`src/hdl/chash_pkg.sv`:
```
// Shared constants, codes and controller/datapath command and status types
// for the chained hash table. Depends on nothing.
`timescale 1ns / 1ps

package chash_pkg;

    localparam int BUCKETS = 16;
    localparam int NODES   = 256;

    localparam int KIND_W  = 2;
    localparam int KEY_W   = 31;
    localparam int VAL_W   = 32;
    localparam int STAT_W  = 2;

    // A pointer holds a node index or the null value NODES.
    localparam int PTR_W   = $clog2(NODES + 1);
    localparam int NODE_W  = $clog2(NODES);
    localparam int BKT_W   = $clog2(BUCKETS);
    localparam int STEP_W  = $clog2(NODES + 1);

    localparam logic [PTR_W-1:0]  PTR_NULL  = PTR_W'(NODES);
    localparam logic [STEP_W-1:0] STEP_MAX  = STEP_W'(NODES);

    localparam logic [KIND_W-1:0] KIND_INSERT = 2'd0;
    localparam logic [KIND_W-1:0] KIND_LOOKUP = 2'd1;
    localparam logic [KIND_W-1:0] KIND_REMOVE = 2'd2;

    localparam logic [STAT_W-1:0] ST_OK   = 2'd0;
    localparam logic [STAT_W-1:0] ST_MISS = 2'd1;
    localparam logic [STAT_W-1:0] ST_FULL = 2'd2;

    typedef struct packed {
        logic load;        // latch the request and fetch its bucket head
        logic rd_free;     // read the node at the free-list head
        logic ins_commit;  // fill the free node and push it onto the chain
        logic advance;     // step the walk to the next node
        logic unlink;      // splice the matched node out of its chain
        logic free_node;   // push the matched node onto the free list
    } cmd_t;

    typedef struct packed {
        logic [KIND_W-1:0] kind;
        logic              free_empty;
        logic              walk_end;
        logic              key_match;
        logic [VAL_W-1:0]  rd_value;
    } stat_t;

endpackage

```
`src/hdl/chash_ctrl.sv`:
```
// Controller: sequences one request at a time and holds the response register.
// Depends on chash_pkg; drives chash_datapath through cmd_t.
`timescale 1ns / 1ps

module chash_ctrl (
    input  logic                          clk,
    input  logic                          rst_n,
    input  logic                          in_valid,
    output logic                          in_ready,
    input  logic [chash_pkg::KIND_W-1:0]  in_kind,
    output logic                          out_valid,
    input  logic                          out_ready,
    output logic [chash_pkg::STAT_W-1:0]  out_status,
    output logic [chash_pkg::VAL_W-1:0]   out_value,
    output chash_pkg::cmd_t               cmd,
    input  chash_pkg::stat_t              stat
);

    typedef enum logic [2:0] {
        S_IDLE,
        S_INS_READ,
        S_INS_WRITE,
        S_WALK,
        S_CHECK,
        S_FREE,
        S_FINISH
    } state_t;

    state_t                        state_reg;
    logic [chash_pkg::STAT_W-1:0]  res_status_reg;
    logic [chash_pkg::VAL_W-1:0]   res_value_reg;
    logic                          out_valid_reg;
    logic [chash_pkg::STAT_W-1:0]  out_status_reg;
    logic [chash_pkg::VAL_W-1:0]   out_value_reg;

    assign in_ready = (state_reg == S_IDLE);

    always_comb
    begin
        cmd            = '0;
        cmd.load       = (state_reg == S_IDLE) && in_valid;
        cmd.rd_free    = (state_reg == S_INS_READ);
        cmd.ins_commit = (state_reg == S_INS_WRITE);
        cmd.advance    = (state_reg == S_CHECK) && !stat.key_match;
        cmd.unlink     = (state_reg == S_CHECK) && stat.key_match
                         && (stat.kind == chash_pkg::KIND_REMOVE);
        cmd.free_node  = (state_reg == S_FREE);
    end

    always_ff @(posedge clk or negedge rst_n)
    begin
        if (!rst_n)
        begin
            state_reg      <= S_IDLE;
            res_status_reg <= chash_pkg::ST_MISS;
            res_value_reg  <= '0;
            out_valid_reg  <= 1'b0;
            out_status_reg <= chash_pkg::ST_MISS;
            out_value_reg  <= '0;
        end
        else
        begin
            // The finishing state reloads the response register itself.
            if (out_valid_reg && out_ready && (state_reg != S_FINISH))
            begin
                out_valid_reg <= 1'b0;
            end
            unique case (state_reg)
                S_IDLE:
                begin
                    if (in_valid)
                    begin
                        res_value_reg <= '0;
                        unique case (in_kind)
                            chash_pkg::KIND_INSERT: state_reg <= S_INS_READ;
                            chash_pkg::KIND_LOOKUP: state_reg <= S_WALK;
                            chash_pkg::KIND_REMOVE: state_reg <= S_WALK;
                            default:
                            begin
                                res_status_reg <= chash_pkg::ST_MISS;
                                state_reg      <= S_FINISH;
                            end
                        endcase
                    end
                end
                S_INS_READ:
                begin
                    if (stat.free_empty)
                    begin
                        res_status_reg <= chash_pkg::ST_FULL;
                        state_reg      <= S_FINISH;
                    end
                    else
                    begin
                        state_reg <= S_INS_WRITE;
                    end
                end
                S_INS_WRITE:
                begin
                    res_status_reg <= chash_pkg::ST_OK;
                    state_reg      <= S_FINISH;
                end
                S_WALK:
                begin
                    if (stat.walk_end)
                    begin
                        res_status_reg <= chash_pkg::ST_MISS;
                        state_reg      <= S_FINISH;
                    end
                    else
                    begin
                        state_reg <= S_CHECK;
                    end
                end
                S_CHECK:
                begin
                    if (!stat.key_match)
                    begin
                        state_reg <= S_WALK;
                    end
                    else if (stat.kind == chash_pkg::KIND_LOOKUP)
                    begin
                        res_status_reg <= chash_pkg::ST_OK;
                        res_value_reg  <= stat.rd_value;
                        state_reg      <= S_FINISH;
                    end
                    else
                    begin
                        state_reg <= S_FREE;
                    end
                end
                S_FREE:
                begin
                    res_status_reg <= chash_pkg::ST_OK;
                    state_reg      <= S_FINISH;
                end
                S_FINISH:
                begin
                    if (!out_valid_reg || out_ready)
                    begin
                        out_valid_reg  <= 1'b1;
                        out_status_reg <= res_status_reg;
                        out_value_reg  <= res_value_reg;
                        state_reg      <= S_IDLE;
                    end
                end
                default:
                begin
                    state_reg <= S_IDLE;
                end
            endcase
        end
    end

    assign out_valid  = out_valid_reg;
    assign out_status = out_status_reg;
    assign out_value  = out_value_reg;

endmodule

```
`config.mk`:
```
export PLATFORM = sky130hd
export DESIGN_NAME = chash_ctrl
export DESIGN_NICKNAME = d
export VERILOG_FILES = /design/src/hdl/chash_pkg.sv /design/src/hdl/chash_ctrl.sv
export SDC_FILE = /design/constraint.sdc
export NUM_CORES = 1
export LEC_CHECK = 0
export ABC_CLOCK_PERIOD_IN_PS = 5200
export BUFFER_PORTS_ARGS = -buffer_cell sky130_fd_sc_hd__buf_2
export CORE_MARGIN = 5
export CORE_UTILIZATION = 55
export DETAILED_ROUTE_END_ITERATION = 8
export PLACE_DENSITY = 0.84
export SYNTH_ARGS = -nofsm -noshare
export SYNTH_HDL_FRONTEND = slang
export SYNTH_SLANG_ARGS = --single-unit
```
`constraint.sdc`:
```
create_clock -name clk -period 5.2 [get_ports clk]
set_clock_uncertainty 0.2 [all_clocks]
set_input_delay 0.26 -clock clk [delete_from_list [all_inputs] [get_ports clk]]
set_output_delay 0.26 -clock clk [all_outputs]
set_load 0.05 [all_outputs]
```
Word-level counts from Yosys, hierarchy flattened
Cells that the tools add are included.
Storage, ports and cells
  flip-flop bits (word level): 72
  input bits: 43
  output and inout port bits: 42
  word-level logic and storage cells: 66
Operators by class
  equal/unequal tests: 18
  multiplexer cells: 22
  reduce and logical (&&, ||, !) cells: 20
Operators with widths (number)
  32-bit two-way mux: 3
  32-bit one-hot mux with 2 select lines: 1
  3-bit one-hot mux with 6 select lines: 1
  2-bit two-way mux: 8
  3-bit two-way mux: 4
  2-bit != test (second input constant): 5
  2-bit one-hot mux with 5 select lines: 1
  3-bit equality test (second input constant): 3
  7-bit AND reduction: 1
  3-bit by 2-bit equality test with 1-bit output (second input constant): 2
  1-bit logical AND: 6
  3-bit one-hot mux with 2 select lines: 1
  5-bit nonzero test: 1
  2-bit by 1-bit equality test with 1-bit output (second input constant): 2
  2-bit equality test (second input constant): 2
  2-bit by 1-bit != test with 1-bit output (second input constant): 2
  2-bit AND reduction: 2
  4-bit AND reduction: 1
  2-bit OR reduction: 2
  3-bit by 1-bit equality test with 1-bit output (second input constant): 1
  3-bit zero test: 1
  1-bit two-way mux: 3
  3-bit != test (second input constant): 1
  3-bit OR reduction: 1
  4 further kinds: 5

Logic depth before layout (Yosys ltp)
Gate-level depths: netlist of the first run.
  word-level depth: 5
  mapped depth: 6
  depth with buffers taken out: 5

Worst setup path before layout of the first run
Ideal clock, no wire load.
  path type: register to output
  start point: reg state_reg[0]
  end point: out cmd[1] (netlist bit)
  arrival time: 1.965 ns
  required time: 4.740 ns
  setup slack: 2.775 ns
  cell stages (with the launch flop): 4
  path buffers: 0
  cells stage by stage: dfrtp_1 -> nor3b_2 -> nand2_1 -> nor3b_1
RTL lines
  from (decl): line chash_ctrl.sv:29  | state_t state_reg;
  from (signal assigned): line chash_ctrl.sv:54  | state_reg <= S_IDLE;
  from (signal assigned): line chash_ctrl.sv:75  | chash_pkg::KIND_INSERT: state_reg <= S_INS_READ;
  from (signal assigned): line chash_ctrl.sv:76  | chash_pkg::KIND_LOOKUP: state_reg <= S_WALK;
  to (decl): line chash_ctrl.sv:15  | output chash_pkg::cmd_t cmd,

Final worst setup path of the first run
  start point: reg state_reg[2]
  end point: reg res_value_reg[11] (netlist bit)
On the way
  word-level cells in the longest chain between the ends: 3
  elaborated cells on any way between the ends: 8
Ends and longest elaborated chain
  3-bit equality test or 3-bit zero test (tied branches): line chash_ctrl.sv:68  | unique case (state_reg)
  2-bit by 1-bit != test with 1-bit output (no line) (tied with other cells)
  4-bit AND reduction (no line)
  to (signal assigned): line chash_ctrl.sv:124  | res_value_reg <= stat.rd_value;
  to (decl): line chash_ctrl.sv:31  | logic [chash_pkg::VAL_W-1:0] res_value_reg;
Parallel ways exist; a longest one is shown, timed or not.
A chain may end at the register's enable or synchronous reset.

==> results of run 1 <==
routing by layer:
layer	track usage [%]	vias up	share of wire [%]
li1	-	970	-
met5	0	-	0
met4	7.807	0	1.9
met3	6.508	16	6.6
met1	25.85	1006	43
met2	32.85	68	48
layout by cell type (no fill, tap or decap), types with 2 or more instances in the layout:
master,n
o21ai_0,7
clkinvlp_4,2
mux2_2,32
buf_2,84
dfstp_2,2
dfrtp_1,70
nand2b_1,2
nor2_1,8
inv_1,2
nor3b_1,2
a22o_1,33
mux2_1,3
nand2_1,7
buf_4,3
clkbuf_8,10
dlygate4sd3_1,35
final cells by class:
type / count / area share, %
inverters: 3 / 0.2905
repair buffers: 122 / 20.46
multi-input cells: 113 / 25.15
flip-flops and latches: 72 / 46.55
clock buffers: 10 / 3.551
well taps: 70 / 2.260
clock inverters: 6 / 1.743
synth_stat cells (all sizes together):
master	n	area share (%)
dfrtp	70	61
mux2	35	14
a22o	33	10
buf	12	2.9
nor2	9	1.2
nand2	8	1.1
o21ai	7	1.2
inv	3	0.39
nor3b	3	0.96
a22oi	2	0.70
dfstp	2	1.8
nand2b	2	0.44
nand3b	2	0.96
a221oi	1	0.31
and2	1	0.22
and2b	1	0.26
and3b	1	0.31
mux2i	1	0.35
nand3	1	0.17
nor2b	1	0.22
nor3	1	0.57
o211ai	1	0.26
o22ai	1	0.22
or2	1	0.22
or3	1	0.39
timing repair:
| action | in CTS | in global routing |
|---|---|---|
| endpoints found under the hold margin | 104 | 0 |
| endpoints found under the setup margin | 0 | 0 |
| hold buffers | 35 | 0 |
report_power, final:
part | total (mW) | switching (mW) | internal [mW]
Clock | 0.444 | 0.208 | 0.236
Combinational | 0.697 | 0.431 | 0.266
Sequential | 0.799 | 0.0992 | 0.700
Total | 1.94 | 0.738 | 1.20
logic make-up after synthesis:
kind of cell	after synthesis	share of synthesized area [%]
AOI/OAI and AO/OA	45	12.77
buffers and inverters	15	3.311
DFF	72	62.83
muxes	36	14.07
and+or+nand+nor	32	7.016
through the flow:
| stage | hold slack [ns] | std cells | util, % | area (um2) |
|---|---|---|---|---|
| floorplan | -0.2356 | 200 | - | 2872 |
| global placement | 0.2732 | 345 | 65.43 | 3321 |
| detailed placement | 0.2776 | 345 | 65.43 | 3321 |
| CTS | 0.09823 | 396 | 76.38 | 3876 |
| global route | 0.1231 | 396 | 76.38 | 3876 |
| finish | 0.09802 | 396 | 76.38 | 3876 |
path summary, 6_finish.rpt:
path	slack [ns]	end
max in group asynchronous	3.78	out_value[20]
hold reg to reg	0.30	out_value[30]
min in group asynchronous	0.47	res_value_reg[1]
setup / recovery	2.83	res_value_reg[11]
hold / removal	0.1	state_reg[0]
setup reg to reg	2.83	res_value_reg[11]
tightest hold or removal path, delay by kind of cell:
family,cells,cell delay [ns]
AOI/OAI and AO/OA,1,0.12
and+or+nand+nor,1,0.12
buffers and inverters,1,0.08
==> flow_summary.json, run 1 <==
{
  "synth_seq_cells": 72,
  "cp_max_fo": 18,
  "netlist_area_um2": 2872,
  "crit_family": "simple AND/OR/NAND/NOR gates",
  "die_h_um": 82.26,
  "worst_slew_pin_slew_ns": 0.8638,
  "post-place-ws_ns": 2.831,
  "hp-start": "in_valid",
  "clk_latency_ns": 0.33,
  "place.gp.congestion": 0.8401,
  "cts_tree": "built",
  "r2r_start": "state_reg[2]",
  "fin_nets": 364,
  "synth_nets": 243,
  "cap_violations": 0,
  "power_density_nw_per_um2": 500.5,
  "hp-class": "in2reg",
  "setup.worst_path.class": "reg2reg",
  "firstDrtPassIters": 4,
  "slowest_delay_ns": 0.55,
  "post_drt_wl_per_cell_um": 16.19,
  "drive_gt1_share_pct": 44.79,
  "start_util_pct": 56.58,
  "timing.final.crit_share_pct": 45.63,
  "relSlewSlack_pct": 42.41,
  "clk_pin_slew_worst_paths_ns": 0.08,
  "hold_violations": 0,
  "grtUsageTotal_pct": 20.45,
  "yosys_warnings": 0,
  "status": "finished clean",
  "place_hpwl_um": 4019,
  "grt_pass1_wl_um": 10400,
  "die_area_um2": 6766,
  "critical_path_arrival_ns": 2.44,
  "ant_nets": 0,
  "p_leak_nw": 2.049,
  "grt_max_degree": 73,
  "drv_slew": 0,
  "crit_buf_inv": 1,
  "startpoint_type": "flip-flop",
  "drtIter0Drc": 152,
  "cts_buffer_depth": 2,
  "cpMaxStageDelayCell": "dfrtp_1",
  "cts_sinks": 72,
  "vias_per_cell": 5.202,
  "antenna_found_initial": 0,
  "diodes": 0,
  "hold_depth": 3,
  "fin_ws_ns": 2.827,
  "area_delta_synth_final_pct": 34.99,
  "period_needed_ns": 2.373,
  "multi_input_area_um2": 974.7,
  "finalSetupTns_ns": 0,
  "setup_violations": 0,
  "wirelength_um": 6413,
  "layout.area.seq_um2": 1804,
  "grt.overflow.total": 0,
  "rsz0062_at_grt": "false",
  "clockRootBuffer": "clkbuf_8",
  "cp.depth": 5,
  "fp-row-count": 26,
  "fmax_mhz": 421.5,
  "ys_types": 33,
  "end_kind": "flip-flop",
  "avgSynthCellArea_um2": 14.36,
  "cts-buffers-inserted": 9,
  "grt_pass1_vias": 2248,
  "syn_inst": 200,
  "path_cells": "nor3b_2 > nand2_1 > nor2_2 > buf_4 > a22o_1",
  "synth-seq-area-share_pct": 62.83,
  "post-cts-setup-buffer-count": 0,
  "pin_count": 85,
  "core_um2": 5075,
  "required_ns": 5.27,
  "h-tree-depth": 3,
  "vias": 2060,
  "ir_drop_mv": 0.3366,
  "portBuffers": 84,
  "fillers": 335,
  "power_mw": 1.940,
  "crit_start": "state_reg[2]",
  "post_cts_resized": 0,
  "reg2reg_depth": 5,
  "die_width_um": 82.26,
  "drc": 0
}
Power figures use the tool's default switching activity.
==> inputs of run 2 (changes only) <==
--- a/config.mk
+++ b/config.mk
@@ -5,12 +5,12 @@
 export SDC_FILE = /design/constraint.sdc
 export NUM_CORES = 1
 export LEC_CHECK = 0
-export ABC_CLOCK_PERIOD_IN_PS = 5200
+export ABC_CLOCK_PERIOD_IN_PS = 2500
 export BUFFER_PORTS_ARGS = -buffer_cell sky130_fd_sc_hd__buf_2
 export CORE_MARGIN = 5
-export CORE_UTILIZATION = 55
+export CORE_UTILIZATION = 51
 export DETAILED_ROUTE_END_ITERATION = 8
-export PLACE_DENSITY = 0.84
+export PLACE_DENSITY = 0.79
 export SYNTH_ARGS = -nofsm -noshare
 export SYNTH_HDL_FRONTEND = slang
 export SYNTH_SLANG_ARGS = --single-unit
==> constraint.sdc (replaced) <==
create_clock -name clk -period 2.5 [get_ports clk]
set_clock_uncertainty 0.2 [all_clocks]
set_input_delay 0.125 -clock clk [delete_from_list [all_inputs] [get_ports clk]]
set_output_delay 0.125 -clock clk [all_outputs]
set_load 0.05 [all_outputs]
==> run 2 against run 1 <==
  * Die area grew 6.9%
  * First-iteration DRC count down 43%
  * Cell count rose by 1.0%
  * Sequential share of layout area decreased by 0.27 points
  * Count of clock-buffer cells in the layout unchanged
  * Sequential cell count stayed put
  * Combinational power increased by 110%
  * Non-clock buffer count rose by 2
  * Via count rose by 0.78%
  * Wire length decreased by 0.59%
  * Global-route usage down 1.4 points
  * Largest cell class unchanged
  * Largest power group unchanged
  * Highest routed layer unchanged
==> flow_summary.json, run 2 (synthesized netlist as in run 1, its figures left out) <==
{
  "core_um2": 5473,
  "end_kind": "flip-flop",
  "cts_tree": "built",
  "final_cell_mix": "83 x buf_2, 70 x dfrtp_1, 37 x dlygate4sd3_1",
  "area_delta_synth_final_pct": 35.77,
  "antenna_found_initial": 0,
  "grt.overflow.total": 0,
  "fmax_mhz": 447.4,
  "ant_nets": 0,
  "ir_drop_mv": 0.7641,
  "intPower_mw": 2.520,
  "grtUsageTotal_pct": 19.06,
  "start_util_pct": 52.47,
  "critical_path_arrival_ns": 2.24,
  "setup.worst_path.class": "reg2reg",
  "setup_violations": 0,
  "vias": 2076,
  "hold_violations": 0,
  "grt_max_degree": 73,
  "layout.area.seq_um2": 1804,
  "relSlewSlack_pct": 41.51,
  "cpMaxStageDelayCell": "dlygate4sd3_1",
  "clk_pin_slew_worst_paths_ns": 0.06,
  "pwr-share-seq_pct": 41.1,
  "cts_buffer_depth": 2,
  "die_h_um": 85.04,
  "multi_input_area_um2": 974.7,
  "cts-buffers-inserted": 9,
  "startpoint_type": "flip-flop",
  "diodes": 0,
  "p_comb_share_pct": 36.3,
  "clockRootBuffer": "clkbuf_8",
  "p_switching_mw": 1.533,
  "post-cts-setup-buffer-count": 0,
  "fillers": 389,
  "cp_max_fo": 15,
  "fin_nets": 366,
  "instances_no_fill": 400,
  "fp-row-count": 27,
  "period_needed_ns": 2.235,
  "p_leak_nw": 2.065,
  "rsz0062_at_grt": "false",
  "status": "finished clean",
  "final_common_cell": "buf_2",
  "die_area_um2": 7231,
  "post_drt_wl_per_cell_um": 15.94,
  "die_width_um": 85.04,
  "power_density_nw_per_um2": 1040,
  "dp_cells": 347,
  "post_cts_resized": 0,
  "timing.final.crit_share_pct": 89.40,
  "finalSetupTns_ns": 0,
  "cap_violations": 0,
  "slowest_delay_ns": 0.57,
  "hp-class": "in2reg",
  "drive_gt1_share_pct": 44.51,
  "firstDrtPassIters": 4,
  "power_mw": 4.053,
  "place.gp.congestion": 0.7625,
  "path_cells": "or3_4 > o21ai_0 > nor2_1 > dlygate4sd3_1",
  "place_hpwl_um": 3952,
  "cts_sinks": 72,
  "drc": 0,
  "hold_slack_ns": 0.04641,
  "drv_slew": 0,
  "worst_slew_pin_slew_ns": 0.8773,
  "required_ns": 2.51,
  "portBuffers": 84,
  "swShare_pct": 37.82,
  "pin_count": 85,
  "vias_per_cell": 5.190,
  "drtIter0Drc": 87,
  "grt_pass1_vias": 2249,
  "wirelength_um": 6375,
  "h-tree-depth": 3,
  "grt_pass1_wl_um": 10930,
  "clk_latency_ns": 0.34,
  "p_clk_share_pct": 22.6
}
[run 2: repair_timing]
item	CTS	global route
endpoints found under the setup margin	0	0
hold buffers	37	0
endpoints found under the hold margin	107	0
[run 2: layout make-up]
type | instances | area share [%]
clock inverter | 6 | 1.669
sequential | 72 | 46.28
tap | 72 | 2.311
clock buffer | 10 | 3.530
multi-input combinational | 113 | 25.00
timing repair buffer | 124 | 20.92
inverter | 3 | 0.2888
[run 2: path summary, 6_finish.rpt]
kind | start | end | slack, ns | cells after the start
worst max-delay path | state_reg[0] | state_reg[0] | 0.27 | 4
worst min-delay path | stat[32] | state_reg[1] | 0.05 | 4
worst max register to register | state_reg[0] | state_reg[0] | 0.27 | 4
worst min register to register | res_value_reg[4] | res_value_reg[4] | 0.30 | 1
max in group asynchronous | rst_n | res_value_reg[28] | 1.29 | 2
min in group asynchronous | rst_n | out_valid | 0.25 | 2
[run 2: power groups by stage]
stage	sequential (mW)	combinational, mW	clock [mW]
after global placement	1.67	1.39	0
after detailed placement	1.67	1.42	0
after floorplan	1.89	0.898	0
after CTS	1.66	1.48	0.941
final	1.66	1.47	0.916
after global routing	1.71	1.58	0.996
[run 2: layer usage]
metal	global-route usage [%]	share of wire [%]	routed length [um]	up-vias
met3	3.883	5.5	349	16
li1	-	-	-	974
met1	24.49	44	2796	1020
met4	9.784	2.9	184	0
met5	0	0	0	-
met2	30.58	48	3044	66
[run 2: metrics by stage]
stage	cell area (um2)	setup WS [ns]	util (%)
after floorplan	2872	0.2103	-
after global placement	3326	0.5336	60.77
after detailed placement	3326	0.4625	60.77
after CTS	3899	0.2782	71.24
after global routing	3899	0.1443	71.24
final	3899	0.2651	71.24
[run 2: critical path: cells and delay by family, from the launching register on]
| family | cells | cell delay (ns) |
|---|---|---|
| buf+inv | 1 | 0.57 |
| flops | 1 | 0.55 |
| simple gates | 2 | 0.52 |
| compound gates | 1 | 0.28 |
